**src/kpc_pkg.sv**
```systemverilog
// ----------------------------------------------------------------------------
// kpc_pkg: shared types and constants of the key prefix compressor
// Holds the base store geometry, the length limits and the item record that
// the front end hands to the back end through the queue.
// ----------------------------------------------------------------------------
package kpc_pkg;

    localparam int BASE_DEPTH = 256;
    localparam int COUNT_CAP  = 255;
    localparam int KEEP_LEN   = (BASE_DEPTH < COUNT_CAP) ? BASE_DEPTH : COUNT_CAP;
    localparam int ADDR_W     = $clog2(BASE_DEPTH);
    localparam int LEN_W      = 8;
    localparam int BYTE_W     = 8;

    localparam int QDEPTH     = 4;
    localparam int QPTR_W     = $clog2(QDEPTH);
    localparam int QCNT_W     = $clog2(QDEPTH + 1);

    typedef enum logic {
        REQ_BASE = 1'b0,
        REQ_KEY  = 1'b1
    } req_type_t;

    // One classified item as the back end needs it.
    typedef struct packed {
        req_type_t         kind;
        logic [BYTE_W-1:0] data;
        logic              last;
        logic              base_empty;
        logic              match;
    } kpc_item_t;

endpackage

```
**src/kpc_ram.sv**
```systemverilog
// ----------------------------------------------------------------------------
// kpc_ram: generic simple dual-port RAM
// One write port and one read port, read data registered.
// ----------------------------------------------------------------------------
module kpc_ram #(
    parameter int WIDTH = 8,
    parameter int DEPTH = 256
) (
    input  logic                     aclk,
    input  logic                     wr_en,
    input  logic [$clog2(DEPTH)-1:0] wr_addr,
    input  logic [WIDTH-1:0]         wr_data,
    input  logic                     rd_en,
    input  logic [$clog2(DEPTH)-1:0] rd_addr,
    output logic [WIDTH-1:0]         rd_data
);

    logic [WIDTH-1:0] mem [DEPTH];
    logic [WIDTH-1:0] rd_data_reg;

    always_ff @(posedge aclk) begin
        if (wr_en) begin
            mem[wr_addr] <= wr_data;
        end
        if (rd_en) begin
            rd_data_reg <= mem[rd_addr];
        end
    end

    assign rd_data = rd_data_reg;

endmodule

```
**src/kpc_front.sv**
```systemverilog
// ----------------------------------------------------------------------------
// kpc_front: input side of the key prefix compressor
// Stores base bytes, tracks the base length, and looks up the base byte at
// the running key position so that each key byte leaves with its match flag.
// ----------------------------------------------------------------------------
module kpc_front
    import kpc_pkg::*;
(
    input  logic                aclk,
    input  logic                aresetn,
    input  logic                in_valid,
    output logic                in_ready,
    input  req_type_t           in_kind,
    input  logic [BYTE_W-1:0]   in_data,
    input  logic                in_last,
    input  logic [QCNT_W-1:0]   q_count,
    output logic                push,
    output kpc_item_t           push_item
);

    logic [LEN_W-1:0]  base_len_reg, base_len_next;
    logic              closed_reg, closed_next;
    logic [LEN_W-1:0]  rp_reg, rp_next;
    logic              s1_valid_reg;
    req_type_t         s1_kind_reg;
    logic [BYTE_W-1:0] s1_data_reg;
    logic              s1_last_reg;
    logic              s1_empty_reg;
    logic              s1_in_range_reg;

    logic              accept;
    logic [LEN_W-1:0]  len_eff;
    logic              wr_en;
    logic              rd_en;
    logic [BYTE_W-1:0] rd_data;
    logic [QCNT_W-1:0] space;

    // Leave a slot for the item that is still waiting for its lookup.
    assign space    = QCNT_W'(QDEPTH) - q_count;
    assign in_ready = s1_valid_reg ? (space >= QCNT_W'(2)) : (space >= QCNT_W'(1));
    assign accept   = in_valid && in_ready;

    assign len_eff = closed_reg ? '0 : base_len_reg;
    assign wr_en   = accept && (in_kind == REQ_BASE) && (len_eff < LEN_W'(KEEP_LEN));
    assign rd_en   = accept && (in_kind == REQ_KEY);

    always_comb begin
        base_len_next = base_len_reg;
        closed_next   = closed_reg;
        rp_next       = rp_reg;
        if (accept) begin
            unique case (in_kind)
                REQ_BASE: begin
                    base_len_next = wr_en ? len_eff + LEN_W'(1) : len_eff;
                    closed_next   = in_last;
                    rp_next       = '0;
                end
                REQ_KEY: begin
                    // The read pointer assumes every key byte matches; once one
                    // does not, the later lookups are not used.
                    rp_next = in_last ? '0 : rp_reg + LEN_W'(1);
                end
                default: ;
            endcase
        end
    end

    always_ff @(posedge aclk) begin
        if (!aresetn) begin
            base_len_reg <= '0;
            closed_reg   <= 1'b1;
            rp_reg       <= '0;
            s1_valid_reg <= 1'b0;
        end else begin
            base_len_reg <= base_len_next;
            closed_reg   <= closed_next;
            rp_reg       <= rp_next;
            s1_valid_reg <= accept;
        end
    end

    always_ff @(posedge aclk) begin
        if (accept) begin
            s1_kind_reg     <= in_kind;
            s1_data_reg     <= in_data;
            s1_last_reg     <= in_last;
            s1_empty_reg    <= (base_len_reg == '0);
            s1_in_range_reg <= (rp_reg < base_len_reg);
        end
    end

    kpc_ram #(
        .WIDTH (BYTE_W),
        .DEPTH (BASE_DEPTH)
    ) u_base_ram (
        .aclk    (aclk),
        .wr_en   (wr_en),
        .wr_addr (len_eff[ADDR_W-1:0]),
        .wr_data (in_data),
        .rd_en   (rd_en),
        .rd_addr (rp_reg[ADDR_W-1:0]),
        .rd_data (rd_data)
    );

    assign push                 = s1_valid_reg;
    assign push_item.kind       = s1_kind_reg;
    assign push_item.data       = s1_data_reg;
    assign push_item.last       = s1_last_reg;
    assign push_item.base_empty = s1_empty_reg;
    assign push_item.match      = s1_in_range_reg && (rd_data == s1_data_reg);

endmodule

```
**src/kpc_queue.sv**
```systemverilog
// ----------------------------------------------------------------------------
// kpc_queue: short item queue between front and back end
// A small register FIFO; the front end never pushes into a full queue.
// ----------------------------------------------------------------------------
module kpc_queue
    import kpc_pkg::*;
(
    input  logic              aclk,
    input  logic              aresetn,
    input  logic              push,
    input  kpc_item_t         push_item,
    input  logic              pop,
    output logic              q_valid,
    output kpc_item_t         q_item,
    output logic [QCNT_W-1:0] q_count
);

    kpc_item_t         slots_reg [QDEPTH];
    logic [QPTR_W-1:0] wr_ptr_reg, rd_ptr_reg;
    logic [QCNT_W-1:0] count_reg, count_next;

    always_comb begin
        count_next = count_reg;
        if (push && !pop) begin
            count_next = count_reg + QCNT_W'(1);
        end else if (pop && !push) begin
            count_next = count_reg - QCNT_W'(1);
        end
    end

    always_ff @(posedge aclk) begin
        if (!aresetn) begin
            wr_ptr_reg <= '0;
            rd_ptr_reg <= '0;
            count_reg  <= '0;
        end else begin
            count_reg <= count_next;
            if (push) begin
                wr_ptr_reg <= wr_ptr_reg + QPTR_W'(1);
            end
            if (pop) begin
                rd_ptr_reg <= rd_ptr_reg + QPTR_W'(1);
            end
        end
    end

    always_ff @(posedge aclk) begin
        if (push) begin
            slots_reg[wr_ptr_reg] <= push_item;
        end
    end

    assign q_valid = (count_reg != '0);
    assign q_item  = slots_reg[rd_ptr_reg];
    assign q_count = count_reg;

endmodule

```
**src/kpc_back.sv**
```systemverilog
// ----------------------------------------------------------------------------
// kpc_back: output side of the key prefix compressor
// Keeps the prefix count and match state, and turns classified items into
// result bytes through an output register and a one-entry hold for the
// second result of a mismatching byte.
// ----------------------------------------------------------------------------
module kpc_back
    import kpc_pkg::*;
(
    input  logic              aclk,
    input  logic              aresetn,
    input  logic              q_valid,
    input  kpc_item_t         q_item,
    output logic              pop,
    output logic              out_valid,
    input  logic              out_ready,
    output logic [BYTE_W-1:0] out_byte,
    output logic              out_last
);

    logic              m_valid_reg, m_valid_next;
    logic [BYTE_W-1:0] m_data_reg, m_data_next;
    logic              m_last_reg, m_last_next;
    logic              pend_valid_reg, pend_valid_next;
    logic [BYTE_W-1:0] pend_data_reg, pend_data_next;
    logic              pend_last_reg, pend_last_next;
    logic [LEN_W-1:0]  prefix_reg, prefix_next;
    logic              matching_reg, matching_next;
    logic              out_free;

    assign out_free = !m_valid_reg || out_ready;
    assign pop      = q_valid && !pend_valid_reg && out_free;

    always_comb begin
        m_valid_next    = m_valid_reg && !out_ready;
        m_data_next     = m_data_reg;
        m_last_next     = m_last_reg;
        pend_valid_next = pend_valid_reg;
        pend_data_next  = pend_data_reg;
        pend_last_next  = pend_last_reg;
        prefix_next     = prefix_reg;
        matching_next   = matching_reg;

        if (pend_valid_reg && out_free) begin
            m_valid_next    = 1'b1;
            m_data_next     = pend_data_reg;
            m_last_next     = pend_last_reg;
            pend_valid_next = 1'b0;
        end else if (pop) begin
            priority if (q_item.kind == REQ_BASE) begin
                // A base byte abandons any key in progress.
                prefix_next   = '0;
                matching_next = 1'b1;
            end else if (q_item.base_empty) begin
                if (q_item.last) begin
                    prefix_next   = '0;
                    matching_next = 1'b1;
                end
            end else if (matching_reg && q_item.match) begin
                prefix_next = prefix_reg + LEN_W'(1);
                if (q_item.last) begin
                    m_valid_next  = 1'b1;
                    m_data_next   = prefix_reg + BYTE_W'(1);
                    m_last_next   = 1'b1;
                    prefix_next   = '0;
                    matching_next = 1'b1;
                end
            end else if (matching_reg) begin
                // First mismatch: the count goes out now, the byte right after.
                m_valid_next    = 1'b1;
                m_data_next     = prefix_reg;
                m_last_next     = 1'b0;
                pend_valid_next = 1'b1;
                pend_data_next  = q_item.data;
                pend_last_next  = q_item.last;
                matching_next   = q_item.last;
                if (q_item.last) begin
                    prefix_next = '0;
                end
            end else begin
                m_valid_next = 1'b1;
                m_data_next  = q_item.data;
                m_last_next  = q_item.last;
                if (q_item.last) begin
                    prefix_next   = '0;
                    matching_next = 1'b1;
                end
            end
        end
    end

    always_ff @(posedge aclk) begin
        if (!aresetn) begin
            m_valid_reg    <= 1'b0;
            pend_valid_reg <= 1'b0;
            prefix_reg     <= '0;
            matching_reg   <= 1'b1;
        end else begin
            m_valid_reg    <= m_valid_next;
            pend_valid_reg <= pend_valid_next;
            prefix_reg     <= prefix_next;
            matching_reg   <= matching_next;
        end
    end

    always_ff @(posedge aclk) begin
        m_data_reg    <= m_data_next;
        m_last_reg    <= m_last_next;
        pend_data_reg <= pend_data_next;
        pend_last_reg <= pend_last_next;
    end

    assign out_valid = m_valid_reg;
    assign out_byte  = m_data_reg;
    assign out_last  = m_last_reg;

endmodule

```
**src/key_prefix_compressor.sv**
```systemverilog
// ----------------------------------------------------------------------------
// key_prefix_compressor: front-coding key compressor
// Stores a base key and emits each following key as a shared-prefix count
// byte and the remaining suffix bytes.
// ----------------------------------------------------------------------------
// Base bytes (tuser = 0) are written into a 256-entry byte RAM, keeping at
// most the first 255; tlast closes the base, and the next base byte starts a
// new one. Key bytes (tuser = 1) are compared against the base at the same
// position: matching bytes give no output, and at the first mismatch, the
// length cap or the key's end the count byte goes out, followed by the
// mismatching byte and all later key bytes, with tlast on the final one. The
// block takes one item per cycle while the queue has room. A key byte that
// breaks the match yields two result bytes and holds the output side while
// the second one waits; a four-entry queue lets input keep flowing meanwhile.
// A key byte's first result passes the base RAM read, which is registered
// together with the byte, then a queue slot and then the output register.
// The base RAM needs no clearing after reset.
// ----------------------------------------------------------------------------
module key_prefix_compressor
    import kpc_pkg::*;
(
    input  logic              aclk,
    input  logic              aresetn,
    input  logic              s_tvalid,
    output logic              s_tready,
    input  logic [BYTE_W-1:0] s_tdata,   // [7:0] data_byte
    input  logic              s_tuser,   // [0] req_type
    input  logic              s_tlast,   // is_last
    output logic              m_tvalid,
    input  logic              m_tready,
    output logic [BYTE_W-1:0] m_tdata,   // [7:0] out_byte
    output logic              m_tlast    // out_last
);

    logic              push;
    kpc_item_t         push_item;
    logic              pop;
    logic              q_valid;
    kpc_item_t         q_item;
    logic [QCNT_W-1:0] q_count;
    req_type_t         in_kind;

    assign in_kind = req_type_t'(s_tuser);

    kpc_front u_front (
        .aclk      (aclk),
        .aresetn   (aresetn),
        .in_valid  (s_tvalid),
        .in_ready  (s_tready),
        .in_kind   (in_kind),
        .in_data   (s_tdata),
        .in_last   (s_tlast),
        .q_count   (q_count),
        .push      (push),
        .push_item (push_item)
    );

    kpc_queue u_queue (
        .aclk      (aclk),
        .aresetn   (aresetn),
        .push      (push),
        .push_item (push_item),
        .pop       (pop),
        .q_valid   (q_valid),
        .q_item    (q_item),
        .q_count   (q_count)
    );

    kpc_back u_back (
        .aclk      (aclk),
        .aresetn   (aresetn),
        .q_valid   (q_valid),
        .q_item    (q_item),
        .pop       (pop),
        .out_valid (m_tvalid),
        .out_ready (m_tready),
        .out_byte  (m_tdata),
        .out_last  (m_tlast)
    );

endmodule

```
**config.mk**
```make
export PLATFORM = sky130hd
export DESIGN_NAME = key_prefix_compressor
export DESIGN_NICKNAME = d
export VERILOG_FILES = /design/src/kpc_pkg.sv /design/src/kpc_ram.sv /design/src/kpc_front.sv /design/src/kpc_queue.sv /design/src/kpc_back.sv /design/src/key_prefix_compressor.sv
export SDC_FILE = /design/constraint.sdc
export NUM_CORES = 2
export LEC_CHECK = 0
export BUFFER_PORTS_ARGS = -buffer_cell sky130_fd_sc_hd__buf_2
export CAP_MARGIN = 20
export CORE_ASPECT_RATIO = 1.4
export CORE_MARGIN = 2
export CORE_UTILIZATION = 64
export CTS_CLUSTER_SIZE = 28
export DETAILED_ROUTE_END_ITERATION = 8
export GPL_TIMING_DRIVEN = 0
export PLACE_DENSITY = 0.8
export SLEW_MARGIN = 20
export SYNTH_ARGS = -nofsm -noshare
export SYNTH_HDL_FRONTEND = slang
export SYNTH_SLANG_ARGS = --single-unit
```
**constraint.sdc**
```tcl
create_clock -name aclk -period 8.5 [get_ports aclk]
set_input_delay 2.55 -clock aclk [delete_from_list [all_inputs] [get_ports aclk]]
set_output_delay 2.55 -clock aclk [all_outputs]
set_load 0.005 [all_outputs]
```
* Yosys cells after proc, flatten, opt, wreduce, memory -nomap -nowiden
Memory sizes are Yosys's and may differ from the RTL's. A register that Yosys moved wholly into a read port is not among the register bits. Cells that the tools add are included.
Storage, ports and cells: output and inout port bits 11, logic and storage cells 115, bits in registers 66, memories 2, RAM bits 2096
Memories:
- u_front.u_base_ram.mem | depth 256, width 8, read ports 1, clocked after memory_dff 1, write ports 1, line kpc_ram.sv:18 | logic [WIDTH-1:0] mem [DEPTH];
- u_queue.slots_reg | depth 4, width 12, read ports 1, clocked after memory_dff 1, write ports 1, line kpc_queue.sv:18 | kpc_item_t slots_reg [QDEPTH];
Cells by class: reductions and logical operators 29, eq/ne operators 3, add/sub/neg operators 8, magnitude comparators 4, muxes and demuxes 44, bitwise logic cells 5
Operators with widths (count):
- $mux W8 | 15
- $add A8 B1 Y8 const B | 3
- $mux W1 | 24
- $pmux W8 S2 | 1
- $logic_and A1 B1 Y1 | 12
- $eq A8 B8 Y1 | 1
- $logic_not A8 Y1 | 1
- $lt A8 B8 Y1 | 1
- $lt A8 B8 Y1 const B | 1
- $mux W3 | 2
- $reduce_and A6 Y1 | 1
- $reduce_bool A2 Y1 | 3
- $logic_not A1 Y1 | 5
- $not A1 Y1 | 5
- $reduce_and A5 Y1 | 1
- $add A2 B1 Y2 const B | 2
- $mux W2 | 2
- $reduce_and A2 Y1 | 2
- $reduce_and A4 Y1 | 1
- $add A3 B1 Y3 const B | 1
- $ge A3 B1 Y1 const B | 1
- $ge A3 B2 Y1 const B | 1
- $ne A3 B1 Y1 const B | 1
- $reduce_bool A3 Y1 | 1
- other kinds (5) | 5

* Depth between registers and ports, before layout
depth after elaboration 8, depth in mapped cells 13

* Modules after synthesis
From an unflattened synthesis, not the netlist that was laid out.
Second synthesis, totals: cell total of the unflattened synthesis 4160, area total of the unflattened synthesis 85067.8 sq um
By module, submodules not included:
- kpc_ram | times used 1, cells an instance 3733, area each 79636.4 sq um
- kpc_queue | times used 1, cells an instance 104, area each 2174.6 sq um
- kpc_front | times used 1, cells an instance 183, area each 1783.0 sq um
- kpc_back | times used 1, cells an instance 140, area each 1473.9 sq um

* Least setup slack after synthesis
Ideal clock, no wire load.
path type input-to-reg, start in s_tvalid, end mem u_front.u_base_ram.mem[103][0], enable pin, data arrival time 4.191 ns, path slack 3.939 ns, stages 7, setup time 0.370 ns, path buffers 2, required time 8.130 ns, cell sequence nand2_1 > inv_2 > nand2b_1 > or3_1 > clkbuf_1 > clkbuf_1 > nor2_1
On the way: word-level cells in the longest chain between the ends 5
Ends and longest elaborated chain:
- start, declared | line key_prefix_compressor.sv:24 | input logic s_tvalid,
- $logic_and A1 B1 Y1 | line kpc_front.sv:41 | assign accept = in_valid && in_ready;
- net u_front.accept | line kpc_front.sv:31 | logic accept;
- $logic_and A1 B1 Y1 (2 in series) | line kpc_front.sv:44 | assign wr_en = accept && (in_kind == REQ_BASE) && (len_eff < LEN_W'(KEEP_LEN));
- $mux W1 | line kpc_ram.sv:22 | if (wr_en) begin
- $mux W1 (implied by the code) | line kpc_ram.sv:23 | mem[wr_addr] <= wr_data;
- end, declared | line kpc_ram.sv:18
The timed path passes the listed nets, and every way through them passes these cells.

* Worst setup path in the final report
start in s_tvalid, end mem u_front.u_base_ram.mem[102][3], enable pin
Same word-level chain as after synthesis.

==> impl_metrics.tcl <==
set metrics [dict create \
    outcome "completed" \
    wl_met1_um 71160 \
    period_share 0.6873 \
    portBuffers 24 \
    hold_class "flip-flop to flip-flop" \
    vias 44178 \
    dp_hpwl_um 143300 \
    top_layer "met5" \
    fin_tns_setup_ns 0 \
    grt_pass1_wl_um 321500 \
    clk_path_buf_depth 3 \
    dr.pass1.iters 6 \
    skew_ns 0.02577 \
    die_y_um 433.4 \
    area_growth_pct 10.52 \
    avgSynthCellArea_um2 21.00 \
    post_cts_buffers 0 \
    synth_top_area_frac 0.7602 \
    synth.area.top_cells "edfxtp_1, mux4_2, nor2_1" \
    setup_slack_ns 2.658 \
    rows 157 \
    path_class "primary input to flip-flop" \
    critPathMaxFanout 19 \
    finalMaxSlewViolations 0 \
    route.met3.wl_um 26630 \
    fmax_mhz 171.2 \
    antenna_found_initial 6 \
    yosys.area.top_type "edfxtp_1" \
    vias_per_cell 7.178 \
    synth_ff_type "edfxtp_1" \
    htree_levels 4 \
    peakVddDrop_uv 195.0 \
    track_usage 0.3441 \
    async_flop_share 0 \
    final_nets 4287 \
    cp_data_required_time_ns 8.95 \
    wl_per_cell_um 37.23 \
    cts_tree "done" \
    leakagePower_uw 0.02842 \
    post_cts_resized 0 \
    wl_met2_um 110700 \
    clkTransAtPathRegs_ns 0.06 \
    place_area_um2 87160 \
    gp_congestion 1.000 \
    dpl.cell_count 5810 \
    fp.dieW_um 310.7 \
    synth_warnings 0 \
    largest_reg_flops 2048 \
    seq_area_frac_synth 0.7692 \
    post-place-ws_ns 1.997 \
    syn-cell-area_um2 84290 \
    setup_violations 0 \
    crit_path_start_kind "primary input" \
    grt_pass1_vias 44419 \
    detail_route.iter0.violations 7047 \
    rsz0062_at_grt "false" \
    power_uw 21860 \
    worstSkewPairLatency_ns 0.86 \
    ctsRootBufferMaster "clkbuf_16" \
    grt_max_degree 136 \
    start_util 0.6443 \
    final_area_um2 93160 \
    synth-seq-cells 2172 \
    synth-edff-count 2134 \
    slew_headroom 0.2444 \
    min_path_cells 2 \
    worstPathArrival_ns 6.29 \
    reg2reg_depth 12 \
    period_minus_slack_ns 5.842 \
    tightest_slew_ns 1.123 \
    ctsHoldBuffers 0 \
    stdcell_count 6155 \
    hold_violations 0 \
    drt_wl_total_um 229200 \
    drc_errors 0 \
    drive_above_1_share 0.2110 \
    fp.dieArea_um2 134700 \
    final_antenna_net_count 0 \
    synthCells 4014 \
    power_density_nw_per_um2 234.6 \
    clock-sinks 2172 \
    grt_remaining_overflow 0 \
    io_pins 25 \
    critPathCaptureType "flip-flop" \
    synth.distinct_cells 65 \
    core-area_um2 130800 \
    numCtsBuffers 187 \
    cap_violations 0 \
]
[through the flow]
| step | hold slack [ns] | util |
|---|---|---|
| final | 0.4888 | 0.7121 |
| after global routing | 0.5146 | 0.7120 |
| after CTS | 0.4898 | 0.7120 |
| after detailed placement | 0.4816 | 0.6663 |
| after global placement | 0.4727 | 0.6622 |
| after floorplan | 0.4580 | - |
[synth_stat cells, types with 27 or more instances]
library cell     n
a211oi_1        31
a22oi_1         63
buf_2           70
buf_6           34
clkbuf_1        73
dfxtp_1         38
edfxtp_1      2134
mux2i_1         78
mux4_1          45
mux4_2         455
nand2_1        104
nor2_1         341
nor3_1          27
o21ai_0         31
o22ai_1        135
[kinds of logic after synthesis]
family / synth area share
other: 0.00004449
buffers and inverters: 0.01854
DFF: 0.7692
AOI/OAI and AO/OA: 0.03078
and+or+nand+nor: 0.03050
xor gates and xnor gates: 0.002390
adders and majority gates: 0.003503
muxes: 0.1450
[worst max-delay path, cell delays in order]
cell,delay (ns)
buf_2,0.11
nand2_1,0.25
inv_2,0.43
nand2b_1,0.28
nor4_1,0.39
nand2_1,0.78
buf_2,0.61
nor2_1,0.84
[routing by layer]
layer | vias to the layer above | global-route usage
met5 | - | 0
met4 | 4 | 0.2566
met3 | 892 | 0.09096
met2 | 3738 | 0.5508
met1 | 22358 | 0.4052
li1 | 17186 | -
[final timing paths]
check	slack [ns]	to	start
worst max-delay path	2.66	u_front.u_base_ram.mem[102][3]	s_tvalid
worst min-delay path	0.49	u_queue.q_count[2]	u_queue.q_count[2]
worst max register to register	3.05	u_front.u_base_ram.mem[102][3]	u_queue.q_count[0]
worst min register to register	0.49	u_queue.q_count[2]	u_queue.q_count[2]
[power breakdown]
| group | switching, uW | leakage [uW] | internal (uW) |
|---|---|---|---|
| Combinational | 852 | 0.00599 | 555 |
| Sequential | 57.4 | 0.0195 | 11900 |
| Clock | 3880 | 0.00294 | 4640 |
| Total | 4790 | 0.0284 | 17100 |
[cell type report]
cell class                      count  area (um2)
Fill cell                        7330       37670
Antenna cell                        3       7.507
Multi-Input combinational cell   1601       17930
Buffer                            226        1496
Timing Repair Buffer               40       624.3
Tap cell                         1749        2188
Inverter                           22       82.58
Sequential cell                  2172       64840
Clock buffer                      237        5012
Clock inverter                    105       975.9
[layout by cell type (no fill, tap or decap), types with 10 or more instances in the layout]
master	count
bufinv_16	15
clkbuf_1	100
nor2_1	340
o21ai_0	31
ha_1	22
a22o_1	26
dfxtp_1	38
clkbuf_16	191
mux4_2	455
nor2b_1	11
mux4_1	45
buf_1	10
o22ai_1	135
a22oi_1	63
buf_6	35
or4_1	16
edfxtp_1	2134
buf_2	86
nand3_1	20
mux2i_1	78
buf_16	15
inv_1	21
buf_8	14
buf_4	24
a31oi_1	19
clkinv_2	31
a211oi_1	31
xor2_1	16
clkinv_1	43
a211o_1	10
a21oi_1	26
nand2_1	104
nor3_1	27
a221oi_1	17
clkbuf_2	14
Power figures use the tool's default switching activity.
